[src/rtl/sem_pkg.sv]
`default_nettype none

package sem_pkg;

	// image geometry limits
	localparam int MAX_WIDTH    = 4096;
	localparam int MAX_HEIGHT   = 4096;
	localparam int MAX_CHANNELS = 4;

	localparam int COL_W   = $clog2(MAX_WIDTH);
	localparam int ROW_W   = $clog2(MAX_HEIGHT);
	localparam int CH_W    = $clog2(MAX_CHANNELS);
	localparam int DIM_W   = 13;
	localparam int CNT_W   = 3;
	localparam int ADDR_W  = COL_W + CH_W;
	localparam int STORE_DEPTH = MAX_WIDTH * MAX_CHANNELS;

	localparam int PIX_W  = 8;
	localparam int TAPS_W = 3 * PIX_W;
	localparam int SUM_W  = PIX_W + 2;
	localparam int GRAD_W = SUM_W + 1;
	localparam int SQ_W   = 2 * (GRAD_W - 1);
	localparam int SQSUM_W = SQ_W + 1;
	localparam int NUM_W  = 2 * PIX_W;

	// back end: squares, sum, then one stage per root bit
	localparam int ROOT_W = PIX_W;
	localparam int NSTG   = 2 + ROOT_W;

	// front-to-back queue
	localparam int QUEUE_DEPTH = 4;
	localparam int QPTR_W = $clog2(QUEUE_DEPTH);
	localparam int QCNT_W = QPTR_W + 1;

	// configuration port
	localparam int CFG_IDX_W = 2;
	localparam logic [DIM_W-1:0] DIM_MIN        = 13'd3;
	localparam logic [DIM_W-1:0] WIDTH_MAX      = 13'(MAX_WIDTH);
	localparam logic [DIM_W-1:0] HEIGHT_MAX     = 13'(MAX_HEIGHT);
	localparam logic [CNT_W-1:0] CHANNELS_MAX   = 3'(MAX_CHANNELS);
	localparam logic [DIM_W-1:0] WIDTH_RESET    = 13'd640;
	localparam logic [DIM_W-1:0] HEIGHT_RESET   = 13'd480;
	localparam logic [CNT_W-1:0] CHANNELS_RESET = 3'd3;

	typedef enum logic [CFG_IDX_W-1:0] {
		REG_WIDTH    = 2'd0,
		REG_HEIGHT   = 2'd1,
		REG_CHANNELS = 2'd2
	} sem_reg_t;

	typedef struct packed {
		logic [DIM_W-1:0] width;
		logic [DIM_W-1:0] height;
		logic [CNT_W-1:0] channels;
	} sem_cfg_t;

	// coordinates that travel with an interior result
	typedef struct packed {
		logic [COL_W-1:0] column;
		logic [ROW_W-1:0] row;
		logic [CH_W-1:0]  channel;
		logic             frame_end;
	} sem_meta_t;

	typedef struct packed {
		logic signed [GRAD_W-1:0] gx;
		logic signed [GRAD_W-1:0] gy;
		sem_meta_t                meta;
	} sem_item_t;

	typedef struct packed {
		logic      valid;
		sem_item_t item;
	} sem_push_t;

	typedef struct packed {
		logic      valid;
		sem_item_t item;
	} sem_head_t;

	function automatic logic [DIM_W-1:0] clamp_dim(input logic [DIM_W-1:0] v,
			input logic [DIM_W-1:0] hi);
		if (v < DIM_MIN) begin
			return DIM_MIN;
		end else if (v > hi) begin
			return hi;
		end
		return v;
	endfunction

	function automatic logic [CNT_W-1:0] clamp_chan(input logic [CNT_W-1:0] v);
		if (v == '0) begin
			return 3'd1;
		end else if (v > CHANNELS_MAX) begin
			return CHANNELS_MAX;
		end
		return v;
	endfunction

endpackage

`default_nettype wire

[src/rtl/sem_back.sv]
`default_nettype none

module sem_back import sem_pkg::*; (
	input  logic             clk,
	input  logic             arst_n,
	input  sem_head_t        q_head,
	output logic             deq,
	output logic             empty,
	input  logic             pop,
	output logic [PIX_W-1:0] edge_magnitude,
	output logic [COL_W-1:0] column,
	output logic [ROW_W-1:0] row,
	output logic [CH_W-1:0]  channel,
	output logic             frame_end
);

	// array index is the stage number
	logic              v_s    [1:NSTG];
	sem_meta_t         meta_s [1:NSTG];
	logic [SQ_W-1:0]   sqx_s1, sqy_s1;
	logic [NUM_W-1:0]  num_s  [2:NSTG-1];
	logic              sat_s  [2:NSTG];
	logic [ROOT_W-1:0] root_s [2:NSTG];

	logic signed [2*GRAD_W-1:0] px, py;
	logic [SQSUM_W-1:0] sqsum;
	logic [ROOT_W-1:0]  trial [3:NSTG];
	logic               fits  [3:NSTG];
	logic en;

	// the whole pipe moves unless the finished result is held
	assign en  = !v_s[NSTG] || pop;
	assign deq = en && q_head.valid;

	assign px    = q_head.item.gx * q_head.item.gx;
	assign py    = q_head.item.gy * q_head.item.gy;
	assign sqsum = SQSUM_W'(sqx_s1) + SQSUM_W'(sqy_s1);

	// one root bit per stage, most significant first
	always_comb begin
		for (int k = 3; k <= NSTG; k++) begin
			trial[k] = root_s[k-1] | (ROOT_W'(1) << (NSTG - k));
			fits[k]  = (NUM_W'(trial[k]) * NUM_W'(trial[k])) <= num_s[k-1];
		end
	end

	always_ff @(posedge clk or negedge arst_n) begin
		if (!arst_n) begin
			for (int k = 1; k <= NSTG; k++) begin
				v_s[k] <= 1'b0;
			end
		end else if (en) begin
			v_s[1] <= deq;
			for (int k = 2; k <= NSTG; k++) begin
				v_s[k] <= v_s[k-1];
			end
		end
	end

	always_ff @(posedge clk) begin
		if (en) begin
			sqx_s1    <= px[SQ_W-1:0];
			sqy_s1    <= py[SQ_W-1:0];
			meta_s[1] <= q_head.item.meta;
			for (int k = 2; k <= NSTG; k++) begin
				meta_s[k] <= meta_s[k-1];
			end
			num_s[2]  <= sqsum[NUM_W-1:0];
			sat_s[2]  <= sqsum[SQSUM_W-1:NUM_W] != '0;
			root_s[2] <= '0;
			for (int k = 3; k <= NSTG; k++) begin
				sat_s[k]  <= sat_s[k-1];
				root_s[k] <= fits[k] ? trial[k] : root_s[k-1];
			end
			for (int k = 3; k <= NSTG - 1; k++) begin
				num_s[k] <= num_s[k-1];
			end
		end
	end

	assign empty          = !v_s[NSTG];
	assign edge_magnitude = sat_s[NSTG] ? '1 : root_s[NSTG];
	assign column         = meta_s[NSTG].column;
	assign row            = meta_s[NSTG].row;
	assign channel        = meta_s[NSTG].channel;
	assign frame_end      = meta_s[NSTG].frame_end;

endmodule

`default_nettype wire

[config.mk]
export PLATFORM = sky130hd
export DESIGN_NAME = sem_back
export DESIGN_NICKNAME = d
export VERILOG_FILES = /design/src/rtl/sem_pkg.sv /design/src/rtl/sem_back.sv
export SDC_FILE = /design/constraint.sdc
export NUM_CORES = 1
export LEC_CHECK = 0
export BUFFER_PORTS_ARGS = -buffer_cell sky130_fd_sc_hd__buf_2
export CAP_MARGIN = 20
export CORE_MARGIN = 3
export CORE_UTILIZATION = 64
export CTS_CLUSTER_SIZE = 20
export DETAILED_ROUTE_END_ITERATION = 8
export GPL_TIMING_DRIVEN = 0
export MAX_ROUTING_LAYER = met4
export PLACE_DENSITY_LB_ADDON = 0.12
export SKIP_CTS_REPAIR_TIMING = 1
export SYNTH_ARGS = -nofsm -noshare
export SYNTH_HDL_FRONTEND = slang
export SYNTH_SLANG_ARGS = --single-unit
[constraint.sdc]
create_clock -name clk -period 17.86 [get_ports clk]
set_input_delay 3.572 -clock clk [delete_from_list [all_inputs] [get_ports clk]]
set_output_delay 3.572 -clock clk [all_outputs]
set_load 0.01 [all_outputs]
### Word-level counts from Yosys, hierarchy flattened

Memory sizes are Yosys's and may differ from the RTL's.
Index checks and enable logic that the tools add are counted.

* flip-flop bits (word level): 50
* RAM bits: 479
* bits of input ports: 53
* memories kept: 4

* add/subtract/negate cells: 1
* $mul: 10
* order comparisons: 8
* mux-type cells: 11
* reductions and logical operators: 4

Memory list
* meta_s: depth 10, bits a word 27, rd ports 10, clocked after Yosys merged registers in 0, wr ports 10, RTL line sem_back.sv:19 `sem_meta_t meta_s [1:NSTG];`
* num_s: depth 8, bits a word 16, rd ports 8, clocked after Yosys merged registers in 0, wr ports 8, RTL line sem_back.sv:21 `logic [NUM_W-1:0] num_s [2:NSTG-1];`
* root_s: depth 9, bits a word 8, rd ports 9, clocked after Yosys merged registers in 0, wr ports 9, RTL line sem_back.sv:23 `logic [ROOT_W-1:0] root_s [2:NSTG];`
* sat_s: depth 9, bits a word 1, rd ports 9, clocked after Yosys merged registers in 0, wr ports 9, RTL line sem_back.sv:22 `logic sat_s [2:NSTG];`

Operators with widths (number)
* less-or-equal comparator 16 bit: 8
* multiplier 8 x 8 -> 16 bit: 8
* multiplier 11 x 11 -> 20 bit: 2
* adder 20 x 20 -> 21 bit: 1
* two-way mux 8 bit: 2
* two-way mux 7 bit: 1
* two-way mux 6 bit: 1
* two-way mux 5 bit: 1
* nonzero test 5 bit: 1
* two-way mux 4 bit: 1
* two-way mux 1 bit: 3
* two-way mux 3 bit: 1
* two-way mux 2 bit: 1
* logical AND 1 bit: 1
* logical NOT 1 bit: 1
* logical OR 1 bit: 1

### Longest topological paths before layout

Gate-level depths: netlist (run 1).

* depth after elaboration: 4
* mapped depth: 23

### Least setup slack after synthesis (run 1)

OpenSTA, ideal clock, no wires.

* path kind: input-to-reg
* start: input pop
* end: register meta_s[0][100] (netlist name)
* setup time: 0.826 ns
* arrival time: 13.090 ns
* slack: 3.944 ns
* stages on the path: 3
* cell sequence: nor2_1 -> clkbuf_1 -> inv_1

RTL lines
* start: declaration: RTL line sem_back.sv:9 `input logic pop,`

### Worst setup path in the final report (run 1)

* start: input q_head[29] in the netlist's numbering
* end: register sqy_s1[15], data pin

* longest elaborated chain between the ends: 1

Ends and longest elaborated chain
* start: declaration: RTL line sem_back.sv:6 `input sem_head_t q_head,`
* multiplier 11 x 11 -> 20 bit: RTL line sem_back.sv:36 `assign py = q_head.item.gy * q_head.item.gy;`
* via py[15]: RTL line sem_back.sv:25 `logic signed [2*GRAD_W-1:0] px, py;`
* end signal: assignment: RTL line sem_back.sv:63 `sqy_s1 <= py[SQ_W-1:0];`
* end: declaration: RTL line sem_back.sv:20 `logic [SQ_W-1:0] sqx_s1, sqy_s1;`

The timed path passes the listed nets, and every way through them passes these cells.
A chain may end at the register's enable or synchronous reset.

==> key figures, run 1 <==
Synthesis
  – Synth Area in XOR/XNOR: 3.56%
  – Asr flop ratio synth: 2.04%
  – Synth top area share: 49.3%
  – Post-synth cell types: 63
  – Top FF cell, synth: edfxtp_1
  – FF+latch count, synth: 491
  – Most common cell in the netlist: edfxtp_1
  – Post-synthesis simple-gate area fraction: 7.19%
  – Top post-synthesis cells by area: edfxtp_1, fa_1, ha_1, inv_1, xnor2_1
  – Post-synthesis compound-gate area fraction: 4.28%
  – Syn nets: 2744
  – Cells after Synth: 2182
  – Synth top cells by count: edfxtp_1, inv_1, ha_1, fa_1, and2_1
  – Leading area contributor after synthesis: edfxtp_1
  – Synth Area in Adders: 28.0%
  – Sequential area share after synthesis: 50.2%
  – Number of synthesized flops with an enable pin: 481
  – Netlist Area Pre-Place: 29300 um^2
  – Post-synthesis mux area share: 0.449%
  – Yosys Warn Count: 0
  – Mean Syn Cell Area: 13.4 um^2
  – Largest family of logic cells by synthesized area: adder cells

Detailed routing
  – Wire per inst: 16.1 um
  – Avg Vias per Cell: 5.33
  – Remaining DRCs: 0
  – Drt pass-1 iters: 5
  – Final wirelength: 47600 um
  – Final ANT Viol Nets: 0
  – Initial detailed-routing violation count: 850
  – Vias: 15757

Global routing
  – Overall Global Routing Usage: 21.6%
  – Number of global-route vias before repair: 16872
  – Pin count of the biggest net entering global routing: 151
  – Grt ovf: 0
  – First-pass GRT wire length: 80100 um
  – Initial antenna violation count: 1

Finish
  – Post-route design area: 32300 um^2
  – P&R area growth vs syn: 10.1%
  – Reg area: 14700 um^2
  – Footprint of the multi-input gates: 12700 um^2
  – FILL cells: 2965
  – Share of layout cells above drive strength 1: 9.56%
  – Nets: 2887

Worst setup path
  – WP buf/inv: 5
  – WP data arrival: 8.72 ns
  – FF-to-FF Start: root_s[0][67]
  – Startpoint types: input pin
  – Max stage delay cell, worst path: fa_1
  – Setup CP Type: input pin to flop
  – Worst Reg2Reg Path Length in Cells: 19
  – Worst Path Required: 18.19 ns
  – Critical Path, Cell by Cell: buf_2 > buf_1 > nand2_1 > fa_1 > inv_1 > fa_1 > fa_1 > inv_1 > fa_1 > inv_1 > fa_1 > ha_1 > or3_1 > a31oi_1 > a21oi_1 > o21ai_1 > nor3b_1 > a311o_1
  – Crit-path max cell delay: 0.56 ns
  – Critical path fanouts, max: 10
  – CP most frequent cell: fa_1
  – Critical path depth: 18
  – Crit end category: flop
  – Crit. Startpoint: q_head[29]
  – Top delay family on crit path: adder cells

Placed design
  – DP HPWL: 35200 um
  – Gpl congestion: 0.872
  – Setup WS pre-CTS: 8.91 ns
  – Dpl cell area: 30600 um^2
  – PortBufs: 89

Floorplan
  – IO Pins: 90
  – Starting density of the core: 65.5%
  – Row count: 77
  – Core area: 44700 um^2
  – Area of the die: 48400 um^2
  – Die W: 220 um
  – Die Span Y: 220 um

STA
  – Hold WS: 0.404 ns
  – Layout Skew: 0.0253 ns
  – Final Critical Period: 8.39 ns
  – Relative slew slack: 50.8%
  – Pins over their slew limit: 0
  – Fmax: 119 MHz
  – Final Hold Viols: 0
  – Setup TNS Final: 0 ns
  – Final worst-path setup slack: 9.47 ns
  – Unrepaired setup endpoints after global routing: false
  – Slew @ Worst Pin: 0.737 ns
  – Tcrit/Tclk final: 47.0%
  – Final setup violation count: 0

Outcome
  – Status: finished, final reports clean

Clock network
  – Clock slew at reported path FFs: 0.06 ns
  – Clock sinks: 491
  – H-Tree Level Count: 2
  – Clk_lat worst skew: 0.60 ns
  – CTS tree: done
  – Total CTS buffers: 49
  – Max Root-Sink Buffers: 3
  – Clk root buf: clkbuf_16

Hold path
  – HP Start: meta_s[0][95]
  – WHS Path Cells: 0
  – Hold/Removal Path Class: flop to flop

Job
  – Max-cap viol count: 0
## flip-flops by register name, indices dropped and copies added (netlist names)
signal / cells
v_s: 10
sqx_s1: 19
root_s: 36
num_s: 128
sat_s: 9
meta_s: 270
sqy_s1: 19
## stage by stage
stage	util (%)	cells
6_report	72.2	2957
5_1_grt	72.2	2957
4_1_cts	72.2	2956
3_5_place_dp	68.4	2866
3_3_place_gp	68.2	2863
2_1_floorplan	-	2182
## final timing paths
kind,slack (ns),endpoint
setup / recovery,9.47,sqy_s1[15]
hold / removal,0.40,meta_s[0][122]
setup reg to reg,11.80,root_s[0][73]
hold reg to reg,0.40,meta_s[0][122]
max in group asynchronous,14.84,v_s[9]
min in group asynchronous,2.83,v_s[4]
## metal layers
layer	global-route usage (%)	part of all wire [%]	up-vias
met3	2.70	2.9	101
met4	7.23	2.9	0
met5	-	0	-
met1	23.8	38	7863
met2	40.4	57	246
li1	-	-	7547
## cell families (layout without fill, tap and decap cells)
group | after synthesis | in the layout
flops | 491 | 491
compound gates | 192 | 192
fa+ha+maj | 509 | 509
buf+inv | 468 | 650
mux | 12 | 12
other cells | 0 | 1
xor+xnor | 119 | 119
simple gates | 391 | 391
## placed cells by master, fill, tap and decap left out, drive strengths merged, types with 3 or more instances in the layout
cell type,netlist,layout
clkinvlp,0,3
fa,245,245
o21ai,33,33
buf,27,119
mux2i,3,3
xnor2,90,90
or2,17,17
mux2,9,9
o211ai,6,6
nand2b,22,22
o21bai,8,8
nor3,13,13
o31ai,5,5
clkbuf,28,84
or3,5,5
nor3b,3,3
and2,103,103
a211oi,9,9
and3,6,6
nor4b,4,4
a21oi,50,50
nor4,9,9
a31oi,13,13
bufinv,0,7
nor2b,27,27
xor2,29,29
ha,264,264
nor2,57,57
inv,413,418
dfrtp,10,10
nand2,88,88
o21a,17,17
nand4,14,14
edfxtp,481,481
nand3,10,10
or4,5,5
clkinv,0,19
nand3b,3,3
a21o,33,33
## layout make-up
class                      count  area share [%]
sequential                   491            45.5
multi-input combinational   1223            39.5
inverter                     413            4.83
clock buffer                  56            3.88
tap                          592            2.30
timing repair buffer          92            1.64
clock inverter                34            1.36
buffer                        55           0.942
antenna                        1         0.00776
Power of run 1 is not shown: default switching activity piles up to over one toggle a cycle in this logic, so the estimate is an artifact.
==> run 2: changes to the inputs <==
- CORE_UTILIZATION: 64 -> 57
- clock period: 17.86 -> 7.58 ns (I/O delays scaled with it)
==> key figures, run 2 (same netlist as run 1, synthesis figures left out) <==
Outcome
  – Status: finished, final reports clean

Placed design
  – PortBufs: 89
  – Gpl congestion: 0.866
  – DP HPWL: 35600 um

Finish
  – Share of layout cells above drive strength 1: 9.90%
  – Most frequent cells in the layout: edfxtp_1, inv_1, ha_1
  – Nets: 2897
  – P&R area growth vs syn: 10.8%
  – Most flops, register: meta_s
  – Largest regs: meta_s x270, num_s x128, root_s x36
  – Max FFs per register: 270
  – ANT cells: 0
  – Fin util: 64.3%
  – Commonest non-fill, non-tap cell in the layout: edfxtp_1

Global routing
  – Overall Global Routing Usage: 18.5%
  – Initial antenna violation count: 0
  – First-pass GRT wire length: 78500 um
  – Number of global-route vias before repair: 16534
  – Pin count of the biggest net entering global routing: 48
  – Grt ovf: 0

STA
  – Pins over their slew limit: 0
  – Unrepaired setup endpoints after global routing: false
  – Fmax: 157 MHz
  – Final Critical Period: 6.39 ns
  – Slew @ Worst Pin: 0.676 ns
  – Final Hold Viols: 0
  – Tcrit/Tclk final: 84.3%
  – Layout Skew: 0.0357 ns
  – Final setup violation count: 0
  – Relative slew slack: 54.9%

Floorplan
  – Die Span Y: 233 um
  – IO Pins: 90
  – Die W: 233 um
  – Area of the die: 54100 um^2
  – Starting density of the core: 58.0%
  – Row count: 82
  – Core area: 50500 um^2

Worst setup path
  – Worst Reg2Reg Path Length in Cells: 19
  – WP buf/inv: 5
  – FF-to-FF Start: root_s[0][67]
  – Max stage delay cell, worst path: fa_1
  – Worst Path Required: 7.90 ns
  – Top delay family on crit path: adder cells
  – WP data arrival: 6.71 ns
  – Setup CP Type: input pin to flop
  – Critical path depth: 19
  – Critical path fanouts, max: 10
  – Crit-path max cell delay: 0.64 ns
  – Critical Path, Cell by Cell: buf_2 > buf_1 > nand2_1 > fa_1 > inv_1 > ha_1 > a21o_1 > fa_1 > inv_1 > fa_1 > inv_1 > fa_1 > ha_1 > or3_1 > a31oi_1 > a21oi_1 > o21ai_1 > nor3b_1 > a311o_1
  – Startpoint types: input pin
  – Crit end category: flop
  – Crit. Startpoint: q_head[29]
  – CP most frequent cell: fa_1

Detailed routing
  – Remaining DRCs: 0
  – Vias: 15566
  – Initial detailed-routing violation count: 716
  – Wire per inst: 15.2 um
  – Final wirelength: 46200 um
  – Avg Vias per Cell: 5.11
  – Final ANT Viol Nets: 0
  – Drt pass-1 iters: 5

Clock network
  – Clk root buf: clkbuf_16
  – H-Tree Level Count: 2
  – Total CTS buffers: 50
  – Clock slew at reported path FFs: 0.07 ns
  – Clock sinks: 491
  – CTS tree: done
  – Clk_lat worst skew: 0.59 ns
  – Max Root-Sink Buffers: 3

Hold path
  – WHS Path Cells: 0
  – Hold/Removal Path Class: flop to flop
  – HP Start: meta_s[0][102]

Job
  – Max-cap viol count: 0
-- run 2: changes by cell type in the layout (fill, tap and decap cells not counted), sizes merged --
cell	previous run	this run
bufinv	7	4
buf	119	128
inv	418	415
clkinv	19	22
clkinvlp	3	4
diode	1	0
clkbuf	84	86
-- run 2: worst reg2reg max path: stages (launching register included) --
cell and delay (ns):
edfxtp_1 0.55, ha_1 0.35, fa_1 0.53, inv_1 0.06
fa_1 0.51, fa_1 0.53, fa_1 0.55, inv_1 0.04
ha_1 0.33, o21ai_1 0.13, a21o_1 0.16, a31oi_1 0.13
or4_1 0.49, nand3_1 0.12, ha_1 0.18, nor4bb_1 0.51
nand4_1 0.16, or4_1 0.47, o21ai_0 0.09, a21o_1 0.14
-- run 2: final timing paths --
kind                                   to  slack (ns)
min in group asynchronous          v_s[0]        0.79
max                            sqy_s1[15]        1.19
max reg2reg                 root_s[0][73]        1.42
max in group asynchronous          v_s[8]        6.61
min reg2reg                meta_s[0][129]        0.41
min                        meta_s[0][129]        0.41
-- run 2: cell type report --
| type | instances | area, um^2 |
|---|---|---|
| Fill cell | 3800 | 18000 |
| Sequential cell | 491 | 14700 |
| Multi-Input combinational cell | 1223 | 12700 |
| Inverter | 413 | 1550 |
| Clock buffer | 58 | 1280 |
| Tap cell | 672 | 841 |
| Timing Repair Buffer | 101 | 693 |
| Clock inverter | 32 | 322 |
| Buffer | 55 | 314 |
-- run 2: metrics by stage --
stage	std cells	hold WS (ns)	setup WS, ns	setup TNS [ns]	instance area (um^2)
final	3045	0.413	1.19	0	32400
after global routing	3045	0.419	0.994	0	32400
after CTS	3045	0.417	1.27	0	32400
after detailed placement	2955	0.405	0.660	0	30800
after global placement	2943	0.400	-4.51	-2141.14	30600
after floorplan	2182	0.400	-1.81	-872.96	29300
-- run 2: routing by layer --
layer / wire, um / vias up / share of wire [%] / track usage [%]
li1: - / 7584 / - / -
met1: 18500 / 7714 / 40 / 21.5
met2: 25200 / 185 / 55 / 33.4
met3: 1370 / 83 / 3.0 / 2.71
met4: 1170 / 0 / 2.5 / 5.54
met5: 0 / - / 0 / -
Power of run 2 is left out for the same reason.
