$ cat src/rtl/sem_pkg.sv
`default_nettype none

package sem_pkg;

	// image geometry limits
	localparam int MAX_WIDTH    = 4096;
	localparam int MAX_HEIGHT   = 4096;
	localparam int MAX_CHANNELS = 4;

	localparam int COL_W   = $clog2(MAX_WIDTH);
	localparam int ROW_W   = $clog2(MAX_HEIGHT);
	localparam int CH_W    = $clog2(MAX_CHANNELS);
	localparam int DIM_W   = 13;
	localparam int CNT_W   = 3;
	localparam int ADDR_W  = COL_W + CH_W;
	localparam int STORE_DEPTH = MAX_WIDTH * MAX_CHANNELS;

	localparam int PIX_W  = 8;
	localparam int TAPS_W = 3 * PIX_W;
	localparam int SUM_W  = PIX_W + 2;
	localparam int GRAD_W = SUM_W + 1;
	localparam int SQ_W   = 2 * (GRAD_W - 1);
	localparam int SQSUM_W = SQ_W + 1;
	localparam int NUM_W  = 2 * PIX_W;

	// back end: squares, sum, then one stage per root bit
	localparam int ROOT_W = PIX_W;
	localparam int NSTG   = 2 + ROOT_W;

	// front-to-back queue
	localparam int QUEUE_DEPTH = 4;
	localparam int QPTR_W = $clog2(QUEUE_DEPTH);
	localparam int QCNT_W = QPTR_W + 1;

	// configuration port
	localparam int CFG_IDX_W = 2;
	localparam logic [DIM_W-1:0] DIM_MIN        = 13'd3;
	localparam logic [DIM_W-1:0] WIDTH_MAX      = 13'(MAX_WIDTH);
	localparam logic [DIM_W-1:0] HEIGHT_MAX     = 13'(MAX_HEIGHT);
	localparam logic [CNT_W-1:0] CHANNELS_MAX   = 3'(MAX_CHANNELS);
	localparam logic [DIM_W-1:0] WIDTH_RESET    = 13'd640;
	localparam logic [DIM_W-1:0] HEIGHT_RESET   = 13'd480;
	localparam logic [CNT_W-1:0] CHANNELS_RESET = 3'd3;

	typedef enum logic [CFG_IDX_W-1:0] {
		REG_WIDTH    = 2'd0,
		REG_HEIGHT   = 2'd1,
		REG_CHANNELS = 2'd2
	} sem_reg_t;

	typedef struct packed {
		logic [DIM_W-1:0] width;
		logic [DIM_W-1:0] height;
		logic [CNT_W-1:0] channels;
	} sem_cfg_t;

	// coordinates that travel with an interior result
	typedef struct packed {
		logic [COL_W-1:0] column;
		logic [ROW_W-1:0] row;
		logic [CH_W-1:0]  channel;
		logic             frame_end;
	} sem_meta_t;

	typedef struct packed {
		logic signed [GRAD_W-1:0] gx;
		logic signed [GRAD_W-1:0] gy;
		sem_meta_t                meta;
	} sem_item_t;

	typedef struct packed {
		logic      valid;
		sem_item_t item;
	} sem_push_t;

	typedef struct packed {
		logic      valid;
		sem_item_t item;
	} sem_head_t;

	function automatic logic [DIM_W-1:0] clamp_dim(input logic [DIM_W-1:0] v,
			input logic [DIM_W-1:0] hi);
		if (v < DIM_MIN) begin
			return DIM_MIN;
		end else if (v > hi) begin
			return hi;
		end
		return v;
	endfunction

	function automatic logic [CNT_W-1:0] clamp_chan(input logic [CNT_W-1:0] v);
		if (v == '0) begin
			return 3'd1;
		end else if (v > CHANNELS_MAX) begin
			return CHANNELS_MAX;
		end
		return v;
	endfunction

endpackage

`default_nettype wire

$ cat src/rtl/sem_queue.sv
`default_nettype none

module sem_queue import sem_pkg::*; (
	input  logic              clk,
	input  logic              arst_n,
	input  sem_push_t         q_push,
	input  logic              deq,
	output sem_head_t         q_head,
	output logic [QCNT_W-1:0] q_count
);

	sem_item_t         slot_q [QUEUE_DEPTH];
	logic [QPTR_W-1:0] wr_ptr_q, rd_ptr_q;
	logic [QCNT_W-1:0] count_q;

	always_ff @(posedge clk or negedge arst_n) begin
		if (!arst_n) begin
			wr_ptr_q <= '0;
			rd_ptr_q <= '0;
			count_q  <= '0;
		end else begin
			if (q_push.valid) begin
				wr_ptr_q <= wr_ptr_q + QPTR_W'(1);
			end
			if (deq) begin
				rd_ptr_q <= rd_ptr_q + QPTR_W'(1);
			end
			count_q <= count_q + QCNT_W'(q_push.valid) - QCNT_W'(deq);
		end
	end

	always_ff @(posedge clk) begin
		if (q_push.valid) begin
			slot_q[wr_ptr_q] <= q_push.item;
		end
	end

	assign q_head.valid = count_q != '0;
	assign q_head.item  = slot_q[rd_ptr_q];
	assign q_count      = count_q;

endmodule

`default_nettype wire

$ cat config.mk
export PLATFORM = sky130hd
export DESIGN_NAME = sem_queue
export DESIGN_NICKNAME = d
export VERILOG_FILES = /design/src/rtl/sem_pkg.sv /design/src/rtl/sem_queue.sv
export SDC_FILE = /design/constraint.sdc
export NUM_CORES = 1
export LEC_CHECK = 0
export BUFFER_PORTS_ARGS = -buffer_cell sky130_fd_sc_hd__buf_2
export CAP_MARGIN = 20
export CORE_MARGIN = 2
export CORE_UTILIZATION = 61
export DETAILED_ROUTE_END_ITERATION = 16
export PLACE_DENSITY = 0.83
export REMOVE_ABC_BUFFERS = 1
export SLEW_MARGIN = 30
export SYNTH_ARGS = -nofsm -noshare
export SYNTH_HDL_FRONTEND = slang
export SYNTH_SLANG_ARGS = --single-unit
$ cat constraint.sdc
create_clock -name clk -period 4.7 [get_ports clk]
set_clock_uncertainty 0.1 [all_clocks]
set_input_delay 0.47 -clock clk [delete_from_list [all_inputs] [get_ports clk]]
set_output_delay 0.47 -clock clk [all_outputs]
set_load 0.005 [all_outputs]
# [After elaboration in Yosys (flattened, before gate mapping)]
# Memories as Yosys holds them, arrays and structs flattened.
# Cells that the tools add are included.
[totals] latchBits=0 n_memories=1 reg_bits=7 ram_bits=196 romBits=0
[mem_list] name="slot_q" words=4 word_bits=49 rd=1 rd_ports_with_merged_regs=0 wr=1 line="sem_queue.sv:12" rtl="sem_item_t slot_q [QUEUE_DEPTH];"
[op_classes] bitwise_logic=0 div_mod_pow=0 addsub=4 mux=2 shift=0 eq_ne=0 n_reduce_logical=1 multipliers=0 n_lt_le_gt_ge=0
[ops] cell="2-bit by 1-bit adder with 2-bit output, second input constant" n=2
[ops] cell="3-bit by 1-bit adder with 3-bit output" n=1
[ops] cell="3-bit nonzero test" n=1
[ops] cell="3-bit by 1-bit subtractor with 3-bit output" n=1
[ops] cell="1-bit 2-to-1 mux" n=2

# [Logic depth before layout (Yosys ltp)]
# Gate-level depths: netlist (run 1).
[logic_depth] word_depth=2 depth_mapped=7 mapped_depth_nobuf=7

# [Worst setup path before layout (run 1)]
# Ideal clock, no wire load.
[synth_timing] path_kind="register -> register" start="register wr_ptr_q[0]" end="memory slot_q[0][0] (netlist bit) (enable)" arrival_time_ps=1791 path_slack_ps=2398 path_stages_with_launch=4 setup_time_ps=411 cell_sequence="dfrtp_1 inv_1 ha_1 and2_1"
[synth_rtl] element="from (decl)" line="sem_queue.sv:13" rtl="logic [QPTR_W-1:0] wr_ptr_q, rd_ptr_q;"
[synth_rtl] element="from (signal assigned)" line="sem_queue.sv:23" rtl="wr_ptr_q <= wr_ptr_q + QPTR_W'(1);"
[synth_rtl] element="to (decl)" line="sem_queue.sv:12"
# No word-level cell before the write port.

==> results of run 1 <==
## layout make-up
type	count	area [um^2]	area share (%)
clock buffer	30	579	6.59
clock inverter	6	53.8	0.612
timing repair buffer	112	593	6.74
sequential	203	6070	69.0
tap	147	184	2.09
multi-input combinational	69	1290	14.7
inverter	6	22.5	0.256
## per-stage QoR
step	util (%)	total power, mW	instance area, um^2	setup slack (ps)	hold WS (ps)
floorplan	-	3.39	7370	1380	74.4
global placement	67.7	3.91	8130	2180	207
detailed placement	67.9	3.98	8150	2310	213
CTS	73.2	5.49	8790	1800	99.5
global route	73.2	5.69	8790	1720	95.8
finish	73.2	5.43	8790	1840	109
## critical path, cell delays in order, from the launching register on
cell and delay [ps]:
sky130_fd_sc_hd__dfrtp_2 780, sky130_fd_sc_hd__buf_4 480, sky130_fd_sc_hd__mux4_2 400, sky130_fd_sc_hd__buf_2 150
## registers in the layout, indices dropped and copies added (netlist names)
| register | count |
|---|---|
| rd_ptr_q | 2 |
| q_count | 3 |
| wr_ptr_q | 2 |
| slot_q | 196 |
## synthesized netlist by cell type
cell type	instances
sky130_fd_sc_hd__edfxtp_1	196
sky130_fd_sc_hd__mux4_2	48
sky130_fd_sc_hd__dfrtp_1	7
sky130_fd_sc_hd__ha_1	6
sky130_fd_sc_hd__inv_1	6
sky130_fd_sc_hd__buf_12	5
sky130_fd_sc_hd__buf_2	5
sky130_fd_sc_hd__and2_1	4
sky130_fd_sc_hd__xor2_1	3
sky130_fd_sc_hd__nand2_1	2
sky130_fd_sc_hd__xnor2_1	2
sky130_fd_sc_hd__buf_6	1
sky130_fd_sc_hd__clkbuf_1	1
sky130_fd_sc_hd__fa_1	1
sky130_fd_sc_hd__mux4_1	1
sky130_fd_sc_hd__o21ai_0	1
sky130_fd_sc_hd__or3_1	1
## power breakdown
part	switching (mW)	total [mW]	internal, mW
Combinational	0.624	1.34	0.715
Sequential	0.195	2.57	2.38
Clock	0.611	1.52	0.905
Total	1.43	5.43	4.00
## cell families after synthesis
| group | after synthesis | share of synthesized area (%) |
|---|---|---|
| buffers and inverters | 18 | 2.16 |
| XOR/XNOR | 5 | 0.583 |
| multiplexers | 49 | 14.7 |
| AO/OA/AOI/OAI | 1 | 0.0665 |
| AND/OR/NAND/NOR | 7 | 0.516 |
| flip-flops | 203 | 80.7 |
| adder cells (fa/ha/maj) | 7 | 1.27 |
## worst max path at each step
stage / to / slack [ps] / depth (start not counted)
CTS: q_head[15] / 1800 / 3
floorplan: q_head[48] / 1380 / 1
global placement: q_head[48] / 2180 / 2
detailed placement: q_head[18] / 2310 / 3
global route: q_head[18] / 1720 / 3
finish: q_head[15] / 1840 / 3
## what timing repair did
action | CTS | global route
endpoints found under the hold margin | 7 | 0
setup buffers | 0 | 0
hold buffers | 1 | 0
## metal layers
layer / track usage [%] / up-vias / share of wire (%)
met2: 33.7 / 120 / 52
li1: - / 1474 / -
met3: 4.85 / 20 / 7.1
met5: 0 / - / 0
met1: 24.5 / 1739 / 39
met4: 4.50 / 0 / 1.9
==> tab_implementation.tex, run 1 <==
\begin{tabular}{lr}
\hline
Metric & Value \\
\hline
\multicolumn{2}{l}{\textbf{Synth}} \\
Register bit count reported by yosys & 203 \\
Synth top area cells & sky130\_fd\_sc\_hd\_\_edfxtp\_1, sky130\_fd\_sc\_hd\_\_mux4\_2, sky130\_fd\_sc\_hd\_\_dfrtp\_1 \\
Sequential fraction of the synthesis area & 80.7\% \\
Fraction of synthesized cell area taken by the top area cell type & 78.3\% \\
Combined area of all synthesized cells & 0.00751 mm\^{}2 \\
Leading area contributor after synthesis & sky130\_fd\_sc\_hd\_\_edfxtp\_1 \\
Avg Synthesized Cell Area & roughly 26 um\^{}2 \\
Number of synthesis warnings & 0 \\
Instance count of the mapped netlist & 290 \\
Cell variety after synth & 17 \\
\multicolumn{2}{l}{\textbf{Clock tree}} \\
CTS tree & built \\
Num CTS Buffers & 20 \\
Number of levels in the clock H-tree & 1 \\
Post-CTS resize count & 0 \\
Root cell of the clock tree & sky130\_fd\_sc\_hd\_\_clkbuf\_16 \\
Register clock-pin slew on the reported worst setup and hold paths & approximately 60 ps \\
Number of sinks on the clock net & 203 \\
Clock Tree Buf Depth & 3 \\
Later-pin clock latency in the skew report & around 480 ps \\
\multicolumn{2}{l}{\textbf{Setup path}} \\
RR Startpoint & wr\_ptr\_q[1]\$\_DFFE\_PN0P\_ \\
Highest fanout seen on the critical path & 26 \\
Internal reg-to-reg setup slack & 2480 ps \\
Category of the worst setup path capture point & output pin \\
Critical path type & flip-flop to output pin \\
Worst setup SP type & flip-flop \\
Required arrival time at the worst endpoint & 4130 ps \\
R2r endpoint & slot\_q[1][14]\$\_DFFE\_PP\_ \\
CP startpoint & rd\_ptr\_q[1]\$\_DFFE\_PN0P\_ \\
Worst Reg-to-Reg Cells & 4 \\
Arrival time of data at the critical path endpoint & roughly 2300 ps \\
\multicolumn{2}{l}{\textbf{STA}} \\
Post-route minimum period & 2860 ps \\
Final clock period utilization by the worst path & just over 60\% \\
Peak Freq & 349 MHz \\
Number of setup violations in the final report & 0 \\
Worst Tran Pin Value & $\sim$670 ps \\
Final hold violation count & 0 \\
Pins over their slew limit & 0 \\
Max transition margin & 55.3\% \\
Setup repair after global routing missed its margin & false \\
Total Neg Setup Slack & 0 ps \\
\multicolumn{2}{l}{\textbf{Cells and area}} \\
Fill count & 698 \\
Share of cells above drive strength 1 & 44.8\% \\
Final layout net count & 472 \\
Final Non-Filler Cells & 573 \\
Post-synthesis to final-layout area growth & 17.0\% \\
Commonest non-fill, non-tap cell in the layout & sky130\_fd\_sc\_hd\_\_edfxtp\_1 \\
Commonest cells after routing, fill and taps aside & sky130\_fd\_sc\_hd\_\_edfxtp\_1, sky130\_fd\_sc\_hd\_\_buf\_2, sky130\_fd\_sc\_hd\_\_mux4\_2, sky130\_fd\_sc\_hd\_\_clkbuf\_16, sky130\_fd\_sc\_hd\_\_clkbuf\_1 \\
Antenna cell count & 0 \\
\multicolumn{2}{l}{\textbf{Die}} \\
Initial core utilization & 62.6\% \\
Number of I/O pins & 106 \\
Die extent in y & about 110 um \\
Std-Cell Core Area & 0.0120 mm\^{}2 \\
Area enclosed by the die boundary & 0.0132 mm\^{}2 \\
Floorplan row count & 40 \\
DIE WIDTH & $\sim$110 um \\
\multicolumn{2}{l}{\textbf{Placement}} \\
Final Wtd Congestion & 0.692 \\
Placed Instances & around 540 \\
Count of buffers from port buffering & about 110 \\
Sum of net half-perimeters after detailed placement & 7.67 mm \\
\multicolumn{2}{l}{\textbf{Drt}} \\
Routed len/inst & $\sim$22 um \\
Overall via count from detail\_route & $\sim$3.4k \\
DRC errors left & 0 \\
Average via count per standard cell & 5.85 \\
Detailed Route WL & 12.6 mm \\
Antenna violation net count after detailed routing & 0 \\
Iteration-0 DRC Markers & 237 \\
Number of detailed-route iterations in the first pass & 4 \\
\multicolumn{2}{l}{\textbf{Hold path}} \\
Terminating pin of the worst hold path & slot\_q[0][46]\$\_DFFE\_PP\_ \\
Source of the worst hold timing path & q\_push[46] \\
Worst hold path class & input port to flip-flop \\
Number of cells on the worst hold path & 1 \\
\multicolumn{2}{l}{\textbf{Pwr}} \\
Cell leakage power & between 3 and 4 nW \\
Peak supply drop & 0.000408 V \\
Cell area power density & 617 mW/mm\^{}2 \\
\multicolumn{2}{l}{\textbf{Global routing}} \\
Vias in the first global route & about 3.6k \\
First-pass GRT wire length & 18.9 mm \\
Antenna violations before repair & 0 \\
Remaining Overflow, GRT & 0 \\
Maximum number of pins on one net before global-route repair & 33 \\
Global router's overall resource usage & 19.2\% \\
\multicolumn{2}{l}{\textbf{Job}} \\
Max-capacitance violation count & 0 \\
\multicolumn{2}{l}{\textbf{Run status}} \\
Run status & finished clean \\
\hline
\end{tabular}
No activity file was read; power rests on OpenSTA's default activity.
==> inputs of run 2 (changes only) <==
--- a/config.mk
+++ b/config.mk
@@ -8,9 +8,9 @@
 export BUFFER_PORTS_ARGS = -buffer_cell sky130_fd_sc_hd__buf_2
 export CAP_MARGIN = 20
 export CORE_MARGIN = 2
-export CORE_UTILIZATION = 61
+export CORE_UTILIZATION = 57
 export DETAILED_ROUTE_END_ITERATION = 16
-export PLACE_DENSITY = 0.83
+export PLACE_DENSITY = 0.78
 export REMOVE_ABC_BUFFERS = 1
 export SLEW_MARGIN = 30
 export SYNTH_ARGS = -nofsm -noshare
==> constraint.sdc (replaced) <==
create_clock -name clk -period 2.8 [get_ports clk]
set_clock_uncertainty 0.1 [all_clocks]
set_input_delay 0.28 -clock clk [delete_from_list [all_inputs] [get_ports clk]]
set_output_delay 0.28 -clock clk [all_outputs]
set_load 0.005 [all_outputs]
==> run 2 against run 1 <==
  * Worst hold slack got worse by 38 ps
  * Setup slack got worse by 1500 ps
  * Clock power rose by 61%
  * Global-route usage fell by 0.15 points
  * Register-to-register slack lost 1500 ps
  * Largest power group unchanged
  * Critical path depth unchanged
  * Count of clock-buffer cells in the layout down 2
==> tab_implementation.tex, run 2 (synthesized netlist as in run 1, its figures left out) <==
\begin{tabular}{lr}
\hline
Metric & Value \\
\hline
\multicolumn{2}{l}{\textbf{Drt}} \\
Average via count per standard cell & between 5 and 6 \\
Number of detailed-route iterations in the first pass & 6 \\
Detailed Route WL & 13.2 mm \\
Overall via count from detail\_route & 3587 \\
Antenna violation net count after detailed routing & 0 \\
DRC errors left & 0 \\
Iteration-0 DRC Markers & between 300 and 400 \\
Routed len/inst & slightly above 20 um \\
\multicolumn{2}{l}{\textbf{STA}} \\
Hold\_ws & 71.2 ps \\
Setup repair after global routing missed its margin & false \\
Final clock period utilization by the worst path & 89.3\% \\
Pins over their slew limit & 0 \\
Number of setup violations in the final report & 0 \\
Worst Tran Pin Value & 456 ps \\
Max transition margin & 69.6\% \\
Final hold violation count & 0 \\
Post-route minimum period & 2500 ps \\
Total Neg Setup Slack & 0 ps \\
Peak Freq & 400 MHz \\
PnR worst setup slack & $\sim$300 ps \\
\multicolumn{2}{l}{\textbf{Setup path}} \\
Worst setup SP type & flip-flop \\
Required arrival time at the worst endpoint & 2420 ps \\
Worst Reg-to-Reg Cells & 7 \\
Arrival time of data at the critical path endpoint & 2120 ps \\
Crit-path cells & buf\_12 -> mux4\_1 -> buf\_2 \\
Category of the worst setup path capture point & output pin \\
Max incr delay on CP & 610 ps \\
Highest fanout seen on the critical path & 27 \\
Critical path type & flip-flop to output pin \\
Critical-path top delay cell & sky130\_fd\_sc\_hd\_\_dfrtp\_4 \\
\multicolumn{2}{l}{\textbf{Pwr}} \\
Cell leakage power & 3.32 nW \\
Peak supply drop & 0.000641 V \\
Cell area power density & approximately 1000 mW/mm\^{}2 \\
\multicolumn{2}{l}{\textbf{Clock tree}} \\
Num CTS Buffers & 20 \\
Number of levels in the clock H-tree & 1 \\
CTS tree & built \\
Root cell of the clock tree & sky130\_fd\_sc\_hd\_\_clkbuf\_16 \\
Later-pin clock latency in the skew report & 480 ps \\
Clock Tree Buf Depth & 3 \\
Register clock-pin slew on the reported worst setup and hold paths & 60 ps \\
Number of sinks on the clock net & around 200 \\
\multicolumn{2}{l}{\textbf{Cells and area}} \\
Antenna cell count & 0 \\
Share of cells above drive strength 1 & 41.0\% \\
Commonest cells after routing, fill and taps aside & sky130\_fd\_sc\_hd\_\_edfxtp\_1, sky130\_fd\_sc\_hd\_\_buf\_2, sky130\_fd\_sc\_hd\_\_dlygate4sd3\_1, sky130\_fd\_sc\_hd\_\_mux4\_2, sky130\_fd\_sc\_hd\_\_clkbuf\_16 \\
Register bank with the most flops & slot\_q \\
Post-synthesis to final-layout area growth & 24.8\% \\
Final layout net count & 528 \\
Fill count & 764 \\
Final Non-Filler Cells & 653 \\
Final design instance area without fill & roughly 0.0094 mm\^{}2 \\
Max FFs per register & 196 \\
Commonest non-fill, non-tap cell in the layout & sky130\_fd\_sc\_hd\_\_edfxtp\_1 \\
\multicolumn{2}{l}{\textbf{Job}} \\
Max-capacitance violation count & 0 \\
\multicolumn{2}{l}{\textbf{Placement}} \\
Place WS & 738 ps \\
Sum of net half-perimeters after detailed placement & $\sim$7.5 mm \\
DP Area & 0.00824 mm\^{}2 \\
Placed Instances & 566 \\
Count of buffers from port buffering & 105 \\
Final Wtd Congestion & 0.672 \\
\multicolumn{2}{l}{\textbf{Run status}} \\
Run status & finished clean \\
\multicolumn{2}{l}{\textbf{Die}} \\
Number of I/O pins & about 110 \\
Initial core utilization & 59.1\% \\
Area enclosed by the die boundary & 0.0141 mm\^{}2 \\
Std-Cell Core Area & 0.0127 mm\^{}2 \\
DIE WIDTH & about 120 um \\
Floorplan row count & 41 \\
Die extent in y & 119 um \\
\multicolumn{2}{l}{\textbf{Global routing}} \\
Antenna violations before repair & 0 \\
Remaining Overflow, GRT & 0 \\
Maximum number of pins on one net before global-route repair & 51 \\
Vias in the first global route & 3822 \\
Global router's overall resource usage & a little under a fifth \\
First-pass GRT wire length & 20.5 mm \\
\multicolumn{2}{l}{\textbf{Hold path}} \\
Worst hold path class & input port to asynchronous set/reset pin \\
\hline
\end{tabular}
## run 2: cell count changes in the layout (fill, tap and decap cells not counted), sizes merged
cell         delta
buf             +5
dlygate4sd3    +51
clkbuf          -2
clkinv          +3
bufinv          -1
clkinvlp        -1
## run 2: final cells by class
class	count	area [um^2]	share of cell area, %
multi-input cells	69	1290	13.8
clock inverters	7	30.0	0.320
repair buffers	168	1170	12.4
clock buffers	28	582	6.20
well taps	172	215	2.30
inverters	6	22.5	0.240
flip-flops and latches	203	6070	64.7
## run 2: what timing repair did
item / CTS / global route
hold endpoints to repair: 206 / 0
resized for setup: 0 / 0
hold buffers: 52 / 0
endpoints found under the setup margin: 0 / 0
setup buffers: 0 / 0
## run 2: worst max-delay path, delay by kind of cell, from the launching register on
kind | cells | cell delay (ps)
multiplexers | 1 | 590
buffers and inverters | 2 | 420
flip-flops | 1 | 610
## run 2: worst paths after layout
path | start | endpoint | slack [ps]
max in group asynchronous | arst_n | rd_ptr_q[0]$_DFFE_PN0P_ | 2340
hold reg to reg | q_count[2]$_DFF_PN0_ | q_count[2]$_DFF_PN0_ | 400
min in group clk | q_count[2]$_DFF_PN0_ | q_count[2]$_DFF_PN0_ | 400
hold / removal | arst_n | q_count[0]$_DFF_PN0_ | 70
setup / recovery | rd_ptr_q[0]$_DFFE_PN0P_ | q_head[48] | 300
setup reg to reg | q_count[0]$_DFF_PN0_ | q_count[2]$_DFF_PN0_ | 960
## run 2: power by group
group | switching (mW) | internal [mW] | leakage [nW] | total, mW
registers | 0.206 | 3.99 | 1.88 | 4.19
logic | 1.20 | 1.31 | 1.14 | 2.51
clock network | 1.00 | 1.44 | 0.303 | 2.44
total | 2.41 | 6.74 | 3.32 | 9.14
## run 2: routing by layer
layer  vias to the layer above  track usage, %  routed length (um)
met2                       132            32.1                6720
li1                       1580               -                   -
met4                         0            5.88                 276
met1                      1854            25.7                5470
met3                        21            3.59                 707
met5                         -               0                   0
## run 2: metrics by stage
stage / utilization, % / power (mW)
final: 73.7 / 9.14
after global placement: 64.8 / 6.68
after detailed placement: 64.8 / 6.76
after floorplan: - / 5.69
after CTS: 73.7 / 9.26
after global routing: 73.7 / 9.57
